**src/hslrgb_pkg.sv**
```systemverilog
`timescale 1ns / 1ps
// ----------------------------------------------------------------------------
// hslrgb_pkg
// Shared types, constants and helpers for the HSL to RGB565 converter.
// ----------------------------------------------------------------------------
package hslrgb_pkg;

    localparam int PCT_W = 7;
    localparam int HUE_W = 16;
    localparam int NUM_W = 14;
    localparam int PIX_W = 16;

    localparam logic [PCT_W-1:0] PCT_FULL = 7'd100;
    localparam logic [8:0]       HUE_WRAP = 9'd360;
    localparam logic [8:0]       SPAN_DEG = 9'd120;
    localparam logic [NUM_W-1:0] RB_MAX   = 14'd31;
    localparam logic [NUM_W-1:0] G_MAX    = 14'd63;

    // floor(x / 360) = (x * HUE_RECIP) >> HUE_SHIFT for 16-bit x
    localparam logic [13:0] HUE_RECIP = 14'd11651;
    localparam int          HUE_SHIFT = 22;
    // floor(x / 100) = (x * PCT_RECIP) >> PCT_SHIFT for 14-bit x
    localparam logic [12:0] PCT_RECIP = 13'd5243;
    localparam int          PCT_SHIFT = 19;
    // floor(x / 3) = (x * THIRD_RECIP) >> THIRD_SHIFT for x <= 595
    localparam logic [9:0]  THIRD_RECIP = 10'd683;
    localparam int          THIRD_SHIFT = 11;

    // 60-degree sectors
    localparam logic [2:0] SECT_RY = 3'd0;
    localparam logic [2:0] SECT_YG = 3'd1;
    localparam logic [2:0] SECT_GC = 3'd2;
    localparam logic [2:0] SECT_CB = 3'd3;
    localparam logic [2:0] SECT_BM = 3'd4;
    localparam logic [2:0] SECT_MR = 3'd5;

    typedef struct packed {
        logic [2:0]       sector;
        logic [PCT_W-1:0] chroma;
        logic [PCT_W-1:0] fold;
        logic [PCT_W-1:0] light;
    } mid_t;

    function automatic logic [PCT_W-1:0] pct_div(input logic [NUM_W-1:0] x);
        logic [26:0] p;
        p = 27'(x) * 27'(PCT_RECIP);
        return p[PCT_SHIFT+PCT_W-1:PCT_SHIFT];
    endfunction

endpackage

```
**src/hsl_to_rgb565_top.sv**
```systemverilog
`timescale 1ns / 1ps
// ----------------------------------------------------------------------------
// hsl_to_rgb565_top
// HSL colour to packed RGB565 pixel converter, integer percent arithmetic.
// ----------------------------------------------------------------------------
// Six-stage pipeline: one colour is accepted per clock unless back-pressure
// from the output side stalls it. Each stage has its own valid bit and a
// ready chain, so back-pressure holds data in place and empty stages still
// fill while the output waits. The stages follow the chain hue wrap ->
// chroma -> secondary weight -> product -> offset -> scale.
// Saturation and lightness above 100 are treated as 100.
module hsl_to_rgb565_top (
    input  logic        aclk,
    input  logic        aresetn,
    input  logic        s_tvalid,
    output logic        s_tready,
    input  logic [31:0] s_tdata,   // hue_degrees[15:0], saturation_pct[22:16],
                                   // lightness_pct[29:23], zero[31:30]
    output logic        m_tvalid,
    input  logic        m_tready,
    output logic [15:0] m_tdata    // pixel_rgb565[15:0]
);
    import hslrgb_pkg::*;

    logic mid_valid, mid_ready;
    mid_t mid;

    hslrgb_front u_front (
        .aclk      (aclk),
        .aresetn   (aresetn),
        .in_valid  (s_tvalid),
        .in_ready  (s_tready),
        .in_hue    (s_tdata[15:0]),
        .in_sat    (s_tdata[22:16]),
        .in_light  (s_tdata[29:23]),
        .out_valid (mid_valid),
        .out_ready (mid_ready),
        .out_mid   (mid)
    );

    hslrgb_back u_back (
        .aclk      (aclk),
        .aresetn   (aresetn),
        .in_valid  (mid_valid),
        .in_ready  (mid_ready),
        .in_mid    (mid),
        .out_valid (m_tvalid),
        .out_ready (m_tready),
        .out_pixel (m_tdata)
    );

endmodule

```
**src/hslrgb_front.sv**
```systemverilog
`timescale 1ns / 1ps
// ----------------------------------------------------------------------------
// hslrgb_front
// Stages 1-3: hue wrap, clamping, sector, chroma and folded secondary weight.
// ----------------------------------------------------------------------------
module hslrgb_front (
    input  logic                          aclk,
    input  logic                          aresetn,
    input  logic                          in_valid,
    output logic                          in_ready,
    input  logic [hslrgb_pkg::HUE_W-1:0]  in_hue,
    input  logic [hslrgb_pkg::PCT_W-1:0]  in_sat,
    input  logic [hslrgb_pkg::PCT_W-1:0]  in_light,
    output logic                          out_valid,
    input  logic                          out_ready,
    output hslrgb_pkg::mid_t              out_mid
);
    import hslrgb_pkg::*;

    logic en1, en2, en3;

    // stage 1
    logic             v1_reg;
    logic [HUE_W-1:0] hue1_reg;
    logic [7:0]       q1_reg;
    logic [PCT_W-1:0] sat1_reg, light1_reg;
    logic [29:0]      qprod;

    // stage 2
    logic             v2_reg;
    logic [8:0]       h2_reg;
    logic [NUM_W-1:0] cn2_reg;
    logic [PCT_W-1:0] light2_reg;
    logic [15:0]      qx;
    logic [15:0]      hdiff;
    logic [7:0]       twol, lum_dev;
    logic [PCT_W-1:0] span;
    logic [NUM_W-1:0] cn2_next;

    // stage 3
    logic             v3_reg;
    mid_t             mid3_reg;
    mid_t             mid3_next;
    logic [8:0]       hm;
    logic [9:0]       x5;
    logic [19:0]      tprod;
    logic [7:0]       sec10, dev;

    assign en3      = !v3_reg || out_ready;
    assign en2      = !v2_reg || en3;
    assign en1      = !v1_reg || en2;
    assign in_ready = en1;

    assign qprod = 30'(in_hue) * 30'(HUE_RECIP);

    assign qx      = 16'(q1_reg) * 16'(HUE_WRAP);
    assign hdiff   = hue1_reg - qx;
    assign twol    = {light1_reg, 1'b0};
    assign lum_dev = (twol >= 8'(PCT_FULL)) ? twol - 8'(PCT_FULL) : 8'(PCT_FULL) - twol;
    assign span    = PCT_FULL - lum_dev[PCT_W-1:0];
    assign cn2_next = 14'(span) * 14'(sat1_reg);

    always_comb begin
        if (h2_reg >= 9'(2 * SPAN_DEG)) begin
            hm = h2_reg - 9'(2 * SPAN_DEG);
        end else if (h2_reg >= SPAN_DEG) begin
            hm = h2_reg - SPAN_DEG;
        end else begin
            hm = h2_reg;
        end
        if (h2_reg < 9'd60) begin
            mid3_next.sector = SECT_RY;
        end else if (h2_reg < 9'd120) begin
            mid3_next.sector = SECT_YG;
        end else if (h2_reg < 9'd180) begin
            mid3_next.sector = SECT_GC;
        end else if (h2_reg < 9'd240) begin
            mid3_next.sector = SECT_CB;
        end else if (h2_reg < 9'd300) begin
            mid3_next.sector = SECT_BM;
        end else begin
            mid3_next.sector = SECT_MR;
        end
        x5    = 10'(hm) * 10'd5;
        tprod = 20'(x5) * 20'(THIRD_RECIP);
        sec10 = tprod[THIRD_SHIFT+7:THIRD_SHIFT];
        dev   = (sec10 >= 8'(PCT_FULL)) ? sec10 - 8'(PCT_FULL) : 8'(PCT_FULL) - sec10;
        mid3_next.fold   = PCT_FULL - dev[PCT_W-1:0];
        mid3_next.chroma = pct_div(cn2_reg);
        mid3_next.light  = light2_reg;
    end

    always_ff @(posedge aclk) begin
        if (!aresetn) begin
            v1_reg <= 1'b0;
            v2_reg <= 1'b0;
            v3_reg <= 1'b0;
        end else begin
            if (en1) begin
                v1_reg <= in_valid;
            end
            if (en2) begin
                v2_reg <= v1_reg;
            end
            if (en3) begin
                v3_reg <= v2_reg;
            end
        end
    end

    always_ff @(posedge aclk) begin
        if (en1 && in_valid) begin
            hue1_reg   <= in_hue;
            q1_reg     <= qprod[HUE_SHIFT+7:HUE_SHIFT];
            sat1_reg   <= (in_sat > PCT_FULL) ? PCT_FULL : in_sat;
            light1_reg <= (in_light > PCT_FULL) ? PCT_FULL : in_light;
        end
        if (en2 && v1_reg) begin
            h2_reg     <= hdiff[8:0];
            cn2_reg    <= cn2_next;
            light2_reg <= light1_reg;
        end
        if (en3 && v2_reg) begin
            mid3_reg <= mid3_next;
        end
    end

    assign out_valid = v3_reg;
    assign out_mid   = mid3_reg;

endmodule

```
**src/hslrgb_back.sv**
```systemverilog
`timescale 1ns / 1ps
// ----------------------------------------------------------------------------
// hslrgb_back
// Stages 4-6: secondary component, channel order, offset, 5/6/5 scaling.
// ----------------------------------------------------------------------------
module hslrgb_back (
    input  logic                          aclk,
    input  logic                          aresetn,
    input  logic                          in_valid,
    output logic                          in_ready,
    input  hslrgb_pkg::mid_t              in_mid,
    output logic                          out_valid,
    input  logic                          out_ready,
    output logic [hslrgb_pkg::PIX_W-1:0]  out_pixel
);
    import hslrgb_pkg::*;

    logic en4, en5, en6;

    logic             v4_reg;
    logic [NUM_W-1:0] sn4_reg;
    logic [PCT_W-1:0] chroma4_reg, m4_reg;
    logic [2:0]       sector4_reg;

    logic             v5_reg;
    logic [PCT_W-1:0] r5_reg, g5_reg, b5_reg;
    logic [PCT_W-1:0] sec, c, r5_next, g5_next, b5_next;

    logic             v6_reg;
    logic [PIX_W-1:0] pix6_reg;
    logic [PCT_W-1:0] rs, gs, bs;

    assign en6      = !v6_reg || out_ready;
    assign en5      = !v5_reg || en6;
    assign en4      = !v4_reg || en5;
    assign in_ready = en4;

    always_comb begin
        sec = pct_div(sn4_reg);
        c   = chroma4_reg;
        case (sector4_reg)
            SECT_RY: begin r5_next = c;      g5_next = sec;    b5_next = '0;  end
            SECT_YG: begin r5_next = sec;    g5_next = c;      b5_next = '0;  end
            SECT_GC: begin r5_next = '0;     g5_next = c;      b5_next = sec; end
            SECT_CB: begin r5_next = '0;     g5_next = sec;    b5_next = c;   end
            SECT_BM: begin r5_next = sec;    g5_next = '0;     b5_next = c;   end
            default: begin r5_next = c;      g5_next = '0;     b5_next = sec; end
        endcase
        r5_next = r5_next + m4_reg;
        g5_next = g5_next + m4_reg;
        b5_next = b5_next + m4_reg;
    end

    assign rs = pct_div(14'(r5_reg) * RB_MAX);
    assign gs = pct_div(14'(g5_reg) * G_MAX);
    assign bs = pct_div(14'(b5_reg) * RB_MAX);

    always_ff @(posedge aclk) begin
        if (!aresetn) begin
            v4_reg <= 1'b0;
            v5_reg <= 1'b0;
            v6_reg <= 1'b0;
        end else begin
            if (en4) begin
                v4_reg <= in_valid;
            end
            if (en5) begin
                v5_reg <= v4_reg;
            end
            if (en6) begin
                v6_reg <= v5_reg;
            end
        end
    end

    always_ff @(posedge aclk) begin
        if (en4 && in_valid) begin
            sn4_reg     <= 14'(in_mid.chroma) * 14'(in_mid.fold);
            chroma4_reg <= in_mid.chroma;
            m4_reg      <= in_mid.light - (in_mid.chroma >> 1);
            sector4_reg <= in_mid.sector;
        end
        if (en5 && v4_reg) begin
            r5_reg <= r5_next;
            g5_reg <= g5_next;
            b5_reg <= b5_next;
        end
        if (en6 && v5_reg) begin
            pix6_reg <= {rs[4:0], gs[5:0], bs[4:0]};
        end
    end

    assign out_valid = v6_reg;
    assign out_pixel = pix6_reg;

endmodule

```
**config.mk**
```make
export PLATFORM = sky130hd
export DESIGN_NAME = hsl_to_rgb565_top
export DESIGN_NICKNAME = d
export VERILOG_FILES = /design/src/hslrgb_pkg.sv /design/src/hsl_to_rgb565_top.sv /design/src/hslrgb_front.sv /design/src/hslrgb_back.sv
export SDC_FILE = /design/constraint.sdc
export NUM_CORES = 2
export LEC_CHECK = 0
export BUFFER_PORTS_ARGS = -buffer_cell sky130_fd_sc_hd__buf_2
export CAP_MARGIN = 20
export CORE_ASPECT_RATIO = 2
export CORE_MARGIN = 2
export CORE_UTILIZATION = 55
export DETAILED_ROUTE_END_ITERATION = 12
export HOLD_SLACK_MARGIN = 0.08
export PLACE_DENSITY = 0.84
export SLEW_MARGIN = 20
export SYNTH_ARGS = -nofsm -noshare
export SYNTH_HDL_FRONTEND = slang
export SYNTH_SLANG_ARGS = --single-unit
```
**constraint.sdc**
```tcl
create_clock -name aclk -period 9 [get_ports aclk]
set_input_delay 0 -clock aclk [delete_from_list [all_inputs] [get_ports aclk]]
set_output_delay 0 -clock aclk [all_outputs]
set_load 0.02 [all_outputs]
```
==> Word level (Yosys, flattened, before mapping) <==
Cells that the tools add are included.
{ "op_classes": {"magnitude_cmp": 11, "n_addsub": 13, "muxes": 11, "reduce_logical": 27, "multipliers": 14, "n_eq_ne": 4} }
{ "ops": {"columns": ["operator", "count"], "rows": [
  ["multiplier 14 x 13 -> 26 bit (second input constant)", 2],
  ["multiplier 12 x 13 -> 24 bit (second input constant)", 2],
  ["one-hot mux 7 bit (2 select lines)", 3],
  ["multiplier 16 x 14 -> 30 bit (second input constant)", 1],
  ["multiplier 7 x 7 -> 14 bit", 2],
  ["subtractor 7 bit (first input constant)", 4],
  ["multiplier 13 x 13 -> 25 bit (second input constant)", 1],
  ["multiplier 7 x 5 -> 12 bit (second input constant)", 2],
  ["adder 7 bit", 3],
  ["multiplier 10 x 10 -> 19 bit (second input constant)", 1],
  ["< comparator 9 x 8 -> 1 bit (second input constant)", 2],
  ["2-to-1 mux 9 bit", 2],
  ["greater-or-equal comparator 8 x 7 -> 1 bit (second input constant)", 2],
  ["> comparator 7 bit (second input constant)", 2],
  ["2-to-1 mux 7 bit", 2],
  ["OR reduction 2 bit", 7],
  ["subtractor 7 bit (second input constant)", 2],
  ["multiplier 7 x 6 -> 13 bit (second input constant)", 1],
  ["multiplier 9 x 3 -> 10 bit (second input constant)", 1],
  ["greater-or-equal comparator 9 x 7 -> 1 bit (second input constant)", 1],
  ["greater-or-equal comparator 9 x 8 -> 1 bit (second input constant)", 1],
  ["< comparator 9 x 6 -> 1 bit (second input constant)", 1],
  ["< comparator 9 x 7 -> 1 bit (second input constant)", 1],
  ["< comparator 9 bit (second input constant)", 1],
  ["other kinds (15)", 33]
]} }
{ "word_totals": {"in_bits": 36, "register_bits": 159, "out_inout_bits": 18, "wordCells": 107} }

==> Logic depth before layout (Yosys ltp) <==
{ "logic_depth": {"word_depth": 8, "mapped_depth": 39, "mapped_depth_nobuf": 39} }

==> Hierarchy <==
From an unflattened synthesis, not the netlist that was laid out.
{ "unflattened": {"cells_unflattened": 3215, "hier_area_um2": 32542.5} }
{ "modules_own_cells": {"columns": ["module", "cells_each", "seq_area_each_um2", "area_each_um2", "instances"], "rows": [
  ["hslrgb_back", 1895, 2102.0, 18903.1, 1],
  ["hslrgb_front", 1320, 2522.4, 13639.3, 1]
]} }

==> Least setup slack after synthesis <==
OpenSTA, ideal clock, no wires.
{ "synth_timing": {"path_kind": "register to register", "from": "register u_front.h2_reg[5]", "to": "register u_front.mid3_reg, in the netlist u_front.out_mid[13], data pin", "setup_ns": 0.260, "n_path_buf": 0, "arrival_time_ns": 8.547, "t_required_ns": 8.740, "setup_slack_ns": 0.193, "stages_incl_launch_ff": 38, "synth_period_minus_slack_ns": 8.807, "path_cell_list": "edfxtp_1 -> ha_1 -> a31o_2 -> a21oi_1 -> nand2_1 -> xnor2_1 -> ha_1 -> ha_1 -> inv_1 -> fa_1 -> nor2b_1 -> o2111ai_1 -> a31o_2 -> a21o_2 -> nand2_1 -> inv_1 -> ha_1 -> ha_1 -> [2 not listed] -> inv_1 -> fa_1 -> ha_1 -> ha_1 -> or2_1 -> nor2b_1 -> a22oi_1 -> o221ai_1 -> xnor2_1 -> ha_1 -> nand3b_1 -> a211oi_1 -> a211oi_2 -> nor3_4 -> mux2i_1 -> xnor2_2 -> o21ai_1 -> xnor2_1"} }
{ "synth_lines": {"columns": ["item", "line", "source"], "rows": [
  ["start: declaration", "hslrgb_front.sv:31", "logic [8:0] h2_reg;"],
  ["start signal: assignment", "hslrgb_front.sv:119", "h2_reg <= hdiff[8:0];"],
  ["end signal: assignment", "hslrgb_front.sv:124", "mid3_reg <= mid3_next;"],
  ["end: declaration", "hslrgb_front.sv:42", "mid_t mid3_reg;"]
]} }

==> run_results.csv <==
group,metric,value,unit
floorplanning,die_w,175,um
detailed_routing,via_per_inst,5.47,
worst_setup_path,r2r_cells,36,
worst_setup_path,worstSetupStartpointType,"register",
synth,synthCells,3158,
global_routing,overflow,0,
timing,fmax,0.115,GHz
worst_hold_path,hold_class,"input port to register",
detailed_routing,vias,22294,
cts,cts_buffers,17,
place,io_buffers,51,
timing,fin_setup_tns,0,ns
worst_setup_path,worstPathArrival,8.89,ns
worst_hold_path,hp-start,"s_tdata[22]",
cts,clockBufferDepth,2,
synth,synth_area,32100,um2
floorplanning,row_count,125,
worst_setup_path,cp_max_fo,7,
timing,slew_headroom,33.8,%
global_routing,grt_pass1_wl,114000,um
job,cap_violations,0,
global_routing,grt_max_degree,40,
detailed_routing,drt-pass1-iter-count,5,
global_routing,track_usage,23.6,%
worst_setup_path,crit_required,9.19,ns
timing,final-setup-viol-count,0,
timing,min_period,8.70,ns
worst_setup_path,reg2reg_to,"u_front.out_mid[13]",
timing,final.period_utilization,96.7,%
synth,yosysWarnings,0,
layout,stdcell_count,4076,
status,outcome,"finished clean",
worst_setup_path,cp-end-kind,"register",
layout,syn_to_final_growth,8.66,%
detailed_routing,drt_wl_total,68600,um
cts,cts_tree,"done",
synth,syn-num-nets,4386,
floorplanning,die-area,60500,um2
timing,skew,0.0147,ns
timing,worst_pin_slew,0.992,ns
layout,n_fill_cell,4369,
place,gp_congestion,0.922,
worst_setup_path,crit_slowest_cell,"fa_1",
global_routing,grt_pass1_vias,25465,
floorplanning,start_util,55.5,%
layout,diodes,0,
global_routing,antenna_found_initial,0,
synth,synth_area_per_cell,10.2,um2
detailed_routing,remaining_drc_errors,0,
synth,ys_ff_latch,156,
cts,root_buffer,"clkbuf_16",
synth,yosysUniqueCellTypes,75,
place,dp_cells,3985,
synth,async_reset_ff_share,0,%
worst_setup_path,r2r_slack,0.30,ns
floorplanning,io-pin-count,54,
timing,slew_violations,0,
worst_setup_path,cp_common_cell,"ha_1",
detailed_routing,drt_iter0_markers,834,
timing,hold_viol_final,0,
worst_setup_path,cp_num_buf_inv,5,
synth,synth_ff_type,"edfxtp_1",
worst_hold_path,holdPathStages,2,
synth,synth.area.top_cells,"ha_1 30%, fa_1 27%, edfxtp_1 14%",
worst_setup_path,crit_path_max_incr_delay,0.55,ns
floorplanning,core-area,57900,um2
worst_hold_path,min_to,"u_front.sat1_reg[6]",
synth,ys_seq_area_share,14.4,%
worst_setup_path,r2r-start,"u_front.h2_reg[4]",
cts,htree_levels,4,
timing,layout_setup_ws,0.298,ns
layout,largest_reg_flops,24,
place,dp_worst_setup_slack,-0.136,ns
synth,yosys.area.top_type_share,29.8,%
detailed_routing,wire_per_inst,16.8,um
detailed_routing,antenna_left,0,
worst_setup_path,crit_type,"register to register",
synth,yosysMostFrequentCell,"inv_1",
worst_setup_path,crit_family,"adder cells",
layout,nets,4529,
layout,drive_gt1_share,7.24,%
synth,yosysTopAreaCell,"ha_1",
floorplanning,die-height,346,um
cts,path_clk_slew,0.07,ns
place,dpl.hpwl,57600,um
cts,clock-sinks,156,
cts,clock_latency,0.45,ns
synth,synth_edf_count,150,
synth,synth_common_cells,"868 x inv_1, 766 x ha_1, 426 x fa_1, 150 x edfxtp_1, 137 x xnor2_1",
[layout make-up]
| type | instances | area (um2) | share of cell area, % |
|---|---|---|---|
| sequential | 156 | 4620 | 13.2 |
| clock buffer | 19 | 443 | 1.27 |
| multi-input combinational | 2111 | 24400 | 70.0 |
| tap | 762 | 953 | 2.73 |
| timing repair buffer | 147 | 1060 | 3.02 |
| inverter | 868 | 3260 | 9.33 |
| clock inverter | 13 | 133 | 0.380 |
[cell usage in the layout (no fill, tap or decap), drive strengths merged, types with 32 or more instances in the layout]
master	count
o21bai	38
inv	874
a21oi	114
fa	426
buf	120
edfxtp	150
nand2	114
a21o	54
nor2	55
nor2b	32
ha	766
xnor2	138
and2	47
xor2	51
o21ai	50
[routing by layer]
layer / track usage (%) / wire length (um) / share of wire [%]
met1: 19.9 / 21200 / 31
met2: 49.1 / 40400 / 59
met3: 2.52 / 1760 / 2.6
met4: 15.8 / 5270 / 7.7
met5: 0 / 0 / 0
[kinds of logic (layout without fill, tap and decap cells)]
kind of cell	after synthesis	in the layout	share of synthesized area, %
buffers and inverters	891	1047	10.5
xor gates and xnor gates	189	189	5.17
DFF	156	156	14.4
AOI/OAI and AO/OA	360	360	7.43
muxes	16	16	0.533
and+or+nand+nor	354	354	5.61
adders and majority gates	1192	1192	56.4
[stage by stage]
step / utilization [%] / hold WS [ns] / cell area (um2)
after floorplan: - / 0.0989 / 32100
after global placement: 57.9 / 0.198 / 33500
after detailed placement: 58.0 / 0.193 / 33500
after CTS: 59.5 / 0.261 / 34500
after global routing: 60.3 / 0.273 / 34900
final: 60.3 / 0.277 / 34900
[worst reg2reg max path: cells and delay by family (launching register included)]
kind	cells	cell delay [ns]
buffers and inverters	5	0.52
multiplexers	2	0.52
flip-flops	1	0.53
AO/OA/AOI/OAI	9	1.84
XOR/XNOR	3	0.65
AND/OR/NAND/NOR	7	1.03
adder cells (fa/ha/maj)	10	3.36
[how the worst max path moves through the flow]
stage / startpoint / slack, ns / cells after the start / to
2_1_floorplan: u_front.h2_reg[5] / 0.19 / 37 / u_front.out_mid[13]
3_3_place_gp: u_back.g5_reg[3] / 0.20 / 32 / u_back.out_pixel[10]
3_5_place_dp: u_back.g5_reg[3] / -0.14 / 31 / u_back.out_pixel[10]
4_1_cts: u_back.g5_reg[4] / 0.02 / 31 / u_back.out_pixel[10]
5_1_grt: u_back.r5_reg[2] / -0.21 / 37 / u_back.out_pixel[14]
6_report: u_front.h2_reg[4] / 0.30 / 36 / u_front.out_mid[13]
[what timing repair did]
item / 4_1_cts / 5_1_grt
buffers inserted: 6 / 26
resized for setup: 3 / 59
pin swaps: 1 / 23
endpoints found under the hold margin: 29 / 0
endpoints found under the setup margin: 3 / 17
hold buffers: 27 / 0
Power is left out: the tool's default activity adds up to more than one toggle a clock period on the data nets, which glitch-free logic cannot reach.
